$ cat src/hw/rtl/subtractive_lagged_prng_assert.svh
// Assertion macros shared by the generator's modules.
// Each expects clk and the active-low rst_n in scope.
`ifndef SUBTRACTIVE_LAGGED_PRNG_ASSERT_SVH
`define SUBTRACTIVE_LAGGED_PRNG_ASSERT_SVH

// Consequent checked in the same cycle as the antecedent.
`define SLP_ASSERT_SAME(label, ante, cons, msg) \
  label: assert property (@(posedge clk) disable iff (!rst_n) (ante) |-> (cons)) \
    else $error(msg);

// Consequent checked in the cycle after the antecedent.
`define SLP_ASSERT_NEXT(label, ante, cons, msg) \
  label: assert property (@(posedge clk) disable iff (!rst_n) (ante) |=> (cons)) \
    else $error(msg);

`endif

$ cat src/hw/rtl/slp_pkg.sv
`default_nettype none

package slp_pkg;

  localparam int TABLE_ENTRIES = 56;

  typedef logic [5:0] tbl_addr_t;

  localparam logic [31:0] MBIG     = 32'h7FFF_FFFF;
  localparam logic [31:0] MSEED    = 32'd161803398;
  localparam logic [31:0] SEED_MIN = 32'h8000_0000;

  // Scheme constants: long lag, short lag, last fill index, conditioning partner split and offsets, last pass.
  localparam tbl_addr_t LAG_LONG      = 6'd55;
  localparam tbl_addr_t LAG_SHORT     = 6'd21;
  localparam tbl_addr_t FILL_LAST     = 6'd54;
  localparam tbl_addr_t PARTNER_SPLIT = 6'd24;
  localparam tbl_addr_t PARTNER_UP    = 6'd31;
  localparam tbl_addr_t PARTNER_DOWN  = 6'd24;
  localparam logic [1:0] LAST_PASS    = 2'd3;

  localparam logic CMD_INIT = 1'b0;
  localparam logic CMD_DRAW = 1'b1;

  typedef enum logic [1:0] {
    ST_OK             = 2'd0,
    ST_LOW_ABOVE_HIGH = 2'd1,
    ST_TOO_WIDE       = 2'd2
  } status_t;

  typedef enum logic [3:0] {
    OP_NONE     = 4'd0,
    OP_CAPTURE  = 4'd1,
    OP_SEED     = 4'd2,
    OP_FILL     = 4'd3,
    OP_MIX_RD   = 4'd4,
    OP_MIX_WR   = 4'd5,
    OP_DRAW     = 4'd6,
    OP_MUL      = 4'd7,
    OP_DIV      = 4'd8,
    OP_LOAD_OUT = 4'd9
  } dp_op_t;

  typedef struct packed {
    dp_op_t    op;
    tbl_addr_t idx;
  } dp_cmd_t;

  // Pull a negative word back by adding MBIG once.
  function automatic logic [31:0] fold(input logic [31:0] x);
    fold = x[31] ? (x + MBIG) : x;
  endfunction

  // Advance a ring pointer through 1..TABLE_ENTRIES-1.
  function automatic tbl_addr_t next_ptr(input tbl_addr_t p);
    tbl_addr_t n;
    n = p + 6'd1;
    next_ptr = (n >= tbl_addr_t'(TABLE_ENTRIES)) ? 6'd1 : n;
  endfunction

endpackage

`default_nettype wire

$ cat src/hw/rtl/slp_ctrl.sv
`default_nettype none

module slp_ctrl import slp_pkg::*; (
  input  wire logic clk,
  input  wire logic rst_n,
  input  wire logic in_valid,
  input  wire logic in_command,
  output logic      in_ready,
  output logic      out_valid,
  input  wire logic out_ready,
  output dp_cmd_t   cmd
);

  typedef enum logic [8:0] {
    S_IDLE   = 9'b0_0000_0001,
    S_SEED   = 9'b0_0000_0010,
    S_FILL   = 9'b0_0000_0100,
    S_MIX_RD = 9'b0_0000_1000,
    S_MIX_WR = 9'b0_0001_0000,
    S_WB     = 9'b0_0010_0000,
    S_MUL    = 9'b0_0100_0000,
    S_DIV    = 9'b0_1000_0000,
    S_FIN    = 9'b1_0000_0000
  } state_t;

  state_t     state_r, state_nxt;
  tbl_addr_t  idx_r, idx_nxt;
  logic [1:0] pass_r, pass_nxt;
  logic       out_valid_r, out_valid_nxt;
  logic       accept;
  logic       out_free;
  logic       mix_last;

  assign in_ready  = (state_r == S_IDLE);
  assign accept    = in_valid && in_ready;
  assign out_valid = out_valid_r;
  assign out_free  = !out_valid_r || out_ready;
  assign mix_last  = (idx_r == LAG_LONG) && (pass_r == LAST_PASS);

  always_comb begin
    state_nxt = state_r;
    idx_nxt   = idx_r;
    pass_nxt  = pass_r;
    cmd.op    = OP_NONE;
    cmd.idx   = idx_r;
    unique case (state_r)
      S_IDLE: begin
        if (accept) begin
          cmd.op    = OP_CAPTURE;
          state_nxt = (in_command == CMD_DRAW) ? S_WB : S_SEED;
        end
      end
      S_SEED: begin
        cmd.op    = OP_SEED;
        idx_nxt   = 6'd1;
        state_nxt = S_FILL;
      end
      S_FILL: begin
        cmd.op = OP_FILL;
        if (idx_r == FILL_LAST) begin
          idx_nxt   = 6'd1;
          pass_nxt  = '0;
          state_nxt = S_MIX_RD;
        end else begin
          idx_nxt = idx_r + 6'd1;
        end
      end
      S_MIX_RD: begin
        cmd.op    = OP_MIX_RD;
        state_nxt = S_MIX_WR;
      end
      S_MIX_WR: begin
        cmd.op    = OP_MIX_WR;
        state_nxt = S_MIX_RD;
        if (idx_r == LAG_LONG) begin
          idx_nxt = 6'd1;
          if (pass_r == LAST_PASS) begin
            state_nxt = S_FIN;
          end else begin
            pass_nxt = pass_r + 2'd1;
          end
        end else begin
          idx_nxt = idx_r + 6'd1;
        end
      end
      S_WB: begin
        cmd.op    = OP_DRAW;
        state_nxt = S_MUL;
      end
      S_MUL: begin
        cmd.op    = OP_MUL;
        state_nxt = S_DIV;
      end
      S_DIV: begin
        cmd.op    = OP_DIV;
        state_nxt = S_FIN;
      end
      S_FIN: begin
        // hold the finished word until the output register frees up
        if (out_free) begin
          cmd.op    = OP_LOAD_OUT;
          state_nxt = S_IDLE;
        end
      end
      default: begin
        state_nxt = S_IDLE;
      end
    endcase
  end

  always_comb begin
    if (cmd.op == OP_LOAD_OUT) begin
      out_valid_nxt = 1'b1;
    end else if (out_ready) begin
      out_valid_nxt = 1'b0;
    end else begin
      out_valid_nxt = out_valid_r;
    end
  end

  always_ff @(posedge clk) begin
    if (!rst_n) begin
      state_r     <= S_IDLE;
      idx_r       <= '0;
      pass_r      <= '0;
      out_valid_r <= 1'b0;
    end else begin
      state_r     <= state_nxt;
      idx_r       <= idx_nxt;
      pass_r      <= pass_nxt;
      out_valid_r <= out_valid_nxt;
    end
  end

`include "subtractive_lagged_prng_assert.svh"

  `SLP_ASSERT_NEXT(a_draw_to_wb, accept && in_command == CMD_DRAW, state_r == S_WB, "no write-back")
  `SLP_ASSERT_NEXT(a_mix_end, state_r == S_MIX_WR && mix_last, state_r == S_FIN, "init overran")
  `SLP_ASSERT_NEXT(a_fin_loads, cmd.op == OP_LOAD_OUT, out_valid_r && in_ready, "word not loaded")

endmodule

`default_nettype wire

$ cat config.mk
export PLATFORM = sky130hd
export DESIGN_NAME = slp_ctrl
export DESIGN_NICKNAME = d
export VERILOG_FILES = /design/src/hw/rtl/slp_pkg.sv /design/src/hw/rtl/slp_ctrl.sv
export VERILOG_INCLUDE_DIRS = /design/src /design/src/hw/rtl
export SDC_FILE = /design/constraint.sdc
export NUM_CORES = 1
export LEC_CHECK = 0
export ABC_AREA = 1
export ABC_CLOCK_PERIOD_IN_PS = 2600
export BUFFER_PORTS_ARGS = -buffer_cell sky130_fd_sc_hd__buf_2
export CORE_MARGIN = 2
export CORE_UTILIZATION = 60
export CTS_CLUSTER_DIAMETER = 40
export CTS_CLUSTER_SIZE = 20
export DETAILED_ROUTE_END_ITERATION = 12
export GPL_TIMING_DRIVEN = 0
export MAX_ROUTING_LAYER = met4
export PLACE_DENSITY = 0.81
export SETUP_SLACK_MARGIN = 0.15
export SLEW_MARGIN = 25
export SYNTH_ARGS = -nofsm -noshare
export SYNTH_HDL_FRONTEND = slang
export SYNTH_SLANG_ARGS = --single-unit
$ cat constraint.sdc
create_clock -name clk -period 2.6 [get_ports clk]
set_clock_uncertainty 0.2 [all_clocks]
set_input_delay 0.13 -clock clk [delete_from_list [all_inputs] [get_ports clk]]
set_output_delay 0.13 -clock clk [all_outputs]
set_load 0.02 [all_outputs]
---- Word-level counts from Yosys, hierarchy flattened ----
Index checks and enable logic that the tools add are counted.
W data, S select, Z words.
storage, ports and cells
  input bits .............................. 5
  register bits after elaboration ......... 18
  word-level logic and storage cells ...... 51
cells by class
  add/sub/neg operators ................... 2
  equality and inequality tests ........... 18
  reduce and logical (&&, ||, !) cells .... 8
  multiplexer cells ....................... 19
operators with widths
  cell                   number
  $pmux W9 S9            1
  $mux W9                5
  $pmux W4 S9            1
  $mux W6                3
  $pmux W6 S3            1
  $eq A6 B6 Y1 const B   2
  $eq A9 B1 Y1 const B   1
  $eq A9 B2 Y1 const B   1
  $eq A9 B3 Y1 const B   1
  $eq A9 B4 Y1 const B   1
  $eq A9 B5 Y1 const B   1
  $eq A9 B6 Y1 const B   1
  $eq A9 B7 Y1 const B   1
  $eq A9 B8 Y1 const B   1
  $eq A9 B9 Y1 const B   1
  $ne A2 B2 Y1 const B   4
  $add A6 B1 Y6 const B  1
  $mux W2                3
  $eq A4 B4 Y1 const B   1
  $mux W4                1
  $pmux W2 S2            1
  $reduce_and A4 Y1      1
  $reduce_bool A2 Y1     2
  $mux W1                3
  other kinds (8)        8

---- Longest topological paths before layout ----
  depth after elaboration ................. 6
  depth in mapped cells ................... 11
  depth with buffers taken out ............ 11

---- Worst setup path before layout ----
No wires, ideal clock.
  kind .................................... reg2reg
  start ................................... register idx_r[0]
  end ..................................... register pass_r[0]
  arrival time ............................ 1306 ps
  period minus slack after synthesis ...... 1619 ps
  cell stages (with the launch flop) ...... 11
  setup time .............................. 113 ps
  path slack .............................. 981 ps
  path buffers ............................ 0
  data required time ...................... 2287 ps
  path through ............................ dfxtp_1 > inv_1 > ha_1 > nand3_1 > nand3_4 > nand2_2 > nand2_2 > nand2_2 > nand2_1 > nand2_1 > nor2_1
between the ends
  longest elaborated chain between the ends .. 3
  elaborated cells on any way between the ends .. 5
  those cells by class .................... 4 x eq/ne; 1 x reduce/logical
RTL lines
  element                                 line                            RTL
  from (decl)                             slp_ctrl.sv:27                  tbl_addr_t idx_r, idx_nxt;
  from (signal assigned)                  slp_ctrl.sv:129                 idx_r <= idx_nxt;
  $eq A6 B6 Y1, on equally long branches  slp_ctrl.sv:75, slp_ctrl.sv:60
  $ne A2 B2 Y1 (no line)                  -
  $reduce_and A4 Y1 (no line) *           -
  to (signal assigned)                    slp_ctrl.sv:130                 pass_r <= pass_nxt;
  to (decl)                               slp_ctrl.sv:28                  logic [1:0] pass_r, pass_nxt;
Every way passes the cells marked *; elsewhere a longest branch is shown, timed or not.
A chain may end at the register's enable or synchronous reset.

---- Worst setup path after layout ----
  start ................................... input rst_n
  end ..................................... register state_r[1]
RTL lines
  element               line             RTL
  from (decl)           slp_ctrl.sv:5    input wire logic rst_n,
  to (signal assigned)  slp_ctrl.sv:128  state_r <= state_nxt;
  to (decl)             slp_ctrl.sv:26   state_t state_r, state_nxt;
No word-level cell between the ends.

==> impl_results.md <==
- Seq cells post-synth: 18
- Die Span Y: 48.77 um
- Maxcap violations: 0
- Routed wire per std cell: 11.06 um
- Setup TNS: 0 ns
- Overall Global Routing Usage: 24.90%
- Drt total wl: 2.556 mm
- Worst-path fanout max: 10
- Clock sink count: 18
- Hold Path Depth: 2
- Routability cong.: ~0.9
- Vias per std cell: roughly 5
- I/O pin count: 17
- Die width: 48.77 um
- Final nets: between 200 and 250
- FP Rows: 16
- Syn nets: 187
- Congestion Overflow GR: 0
- Worst slew pin tran: 0.4817 ns
- Worst skew pair latency: 0.29 ns
- Clock power frac: 24.4%
- Startpoint Class: primary input
- Sw Share: around 35%
- VDD IR max: approximately 0.00032 V
- Comb pwr share: 32.2%
- Vias in the first global route: between 1k and 1.5k
- Remaining DRCs: 0
- Reg2Reg Launch Point: state_r[6]
- Final Max Tran Viols: 0
- Detailed Route Iter0 Violations: 23
- CP Capture Type: register
- Via Count: 1158
- Setup Viol. Count Final: 0
- Clock-pin slew on the worst setup and hold paths: 0.10 ns
- Core area: 1922 um2
- Required @ worst endpoint: about 2.6 ns
- Router iterations before antenna repair: 4
- Outcome: complete, no violations
- Mean post-synth cell area: 6.717 um2
- Register area share after synthesis: 29.97%
- Gate Count Post-Synth: ~180
- Yosys top cell by area: dfxtp_1
- PortBufs: 16
- Synthesis-to-finish area growth: 16.65%
- Total Power: 0.7031 mW
- Hold_ws: between 0.3 and 0.4 ns
- Pwr/cell area: 501.3 nW/um2
- R2r setup slk: 0.61 ns
- Worst hold path class: reg -> reg
- Initial antenna violation count: 0
- Tcrit/Tclk final: 76.83%
- P_int: 0.4536 mW
- WP data arrival: ~2 ns
- Number of diodes: 0
- Hold_sp: idx_r[3]
- Share of cells above drive strength 1: 21.57%
- First-pass GRT wire length: 4.478 mm
- Die area: 2378 um2
- Top post-synthesis cells by area: dfxtp_1 30%, nand2_1 12%, inv_1 8.1%
- Unrepaired setup endpoints after global routing: no
- Worst r2r dst: state_r[1]
- Post-synth top area share: around 30%
- Peak Freq: roughly 0.5 GHz
- CTS Buf Count: 3
- Sequential cell area: 360.3 um2
- Tmin final: roughly 2 ns
- Switching power: 0.2496 mW
- Clock root cell: clkbuf_4
- Slew HR: around two thirds
- Yosys Warn Count: 0
- Synthesized cell area: 1202 um2
- Worst Hold Path EP: idx_r[3]
- Synth unique cells: 26
- Part of the power in registers: between 40 and 50%
- Largest net degree at the start of global routing: 11
- Multi-input gate area: 726.9 um2
- Post-DP HPWL: 2.049 mm
- CTS max path bufs: 2
- Final Hold Viols: 0
- Post_cts resized: 0
- Antenna Nets Post-Route: 0
- CTS tree: built
- H-tree Lvls: 1
- Initial Utilization: 62.57%
- Leakage power: 0.7163 nW
- Worst reg2reg path depth: 6
- Setup CP Type: in -> reg
- Fill cells: 182
## stage by stage
step	cells	setup slack, ns	utilization, %	instance area (um2)
finish	231	0.6024	72.98	1403
global route	231	0.5025	72.98	1403
CTS	231	0.5991	72.98	1403
detailed placement	222	0.9762	68.49	1316
global placement	222	0.9824	68.49	1316
floorplan	179	0.9810	-	1202
## registers in the layout (all words and copies together) (netlist names)
signal and count:
out_valid 1, idx_r 6, pass_r 2, state_r 9
## final cells by class
cell class / instances / share of cell area (%)
timing repair buffer: 21 / 9.277
sequential: 18 / 25.69
tap: 27 / 2.409
clock buffer: 4 / 2.587
multi-input combinational: 131 / 51.83
inverter: 29 / 7.939
buffer: 1 / 0.2676
## repair_timing
action / 4_1_cts / 5_1_grt
hold buffers: 5 / 0
buffers inserted: 0 / 0
hold endpoints to repair: 10 / 0
## kinds of logic after synthesis
group | Yosys count | share of synthesized area (%)
and+or+nand+nor | 110 | 48.07
DFF | 18 | 29.97
AOI/OAI and AO/OA | 16 | 7.804
xor gates and xnor gates | 2 | 1.457
buffers and inverters | 30 | 9.573
adders and majority gates | 3 | 3.122
## cell usage in the layout, fill, tap and decap left out, types with 3 or more instances in the layout
master and n:
o21ai_0 5, buf_2 16, nor2_1 22, clkbuf_4 3
ha_1 3, dfxtp_1 18, inv_1 26, nand3_1 16
nor3_1 7, nor2_4 5, nand2_2 6, nor2_2 4
dlygate4sd3_1 5, a21oi_1 9, nand2_1 39, nand4_1 3
## worst max-delay path by stage
stage / startpoint / to / slack, ns
after floorplan: idx_r[0] / pass_r[0] / 0.98
after global placement: state_r[8] / state_r[3] / 0.98
after detailed placement: state_r[8] / state_r[3] / 0.98
after CTS: state_r[6] / state_r[1] / 0.60
after global routing: state_r[6] / state_r[1] / 0.50
final: rst_n / state_r[1] / 0.60
## power groups by stage
stage          combinational (mW)  clock (mW)  sequential [mW]
2_1_floorplan               0.168           0            0.312
3_3_place_gp                0.215           0            0.311
3_5_place_dp                0.218           0            0.312
4_1_cts                     0.226       0.179            0.305
5_1_grt                     0.252       0.189            0.308
6_report                    0.226       0.171            0.306
## synthesized netlist by cell type
| cell type | count |
|---|---|
| a21oi_1 | 9 |
| nor2_4 | 5 |
| nand3_1 | 16 |
| nor3_1 | 7 |
| nand2_2 | 6 |
| clkbuf_1 | 1 |
| inv_4 | 1 |
| o21ai_0 | 5 |
| dfxtp_1 | 18 |
| inv_2 | 2 |
| ha_1 | 3 |
| nand3_4 | 2 |
| nor2_8 | 1 |
| nor2_1 | 22 |
| a21o_1 | 1 |
| xnor2_1 | 1 |
| inv_1 | 26 |
| nand3_2 | 1 |
| nand2_4 | 1 |
| and3_1 | 2 |
| o21ai_4 | 1 |
| xor2_1 | 1 |
| nor3b_1 | 1 |
| nor2_2 | 4 |
| nand2_1 | 39 |
| nand4_1 | 3 |
## routing by layer
metal	vias to the layer above	global-route usage, %	part of all wire, %
met1	514	27.25	43
met3	7	4.630	3.8
met5	-	-	0
met4	0	12.38	2.4
li1	617	-	-
met2	20	43.15	51
## worst max-delay path: stages
cell           delay, ns
dlygate4sd3_1       0.53
buf_2               0.18
inv_1               0.08
clkbuf_1            0.39
nor3_1              0.10
dlygate4sd3_1       0.57
(Power assumes the default switching activity.)
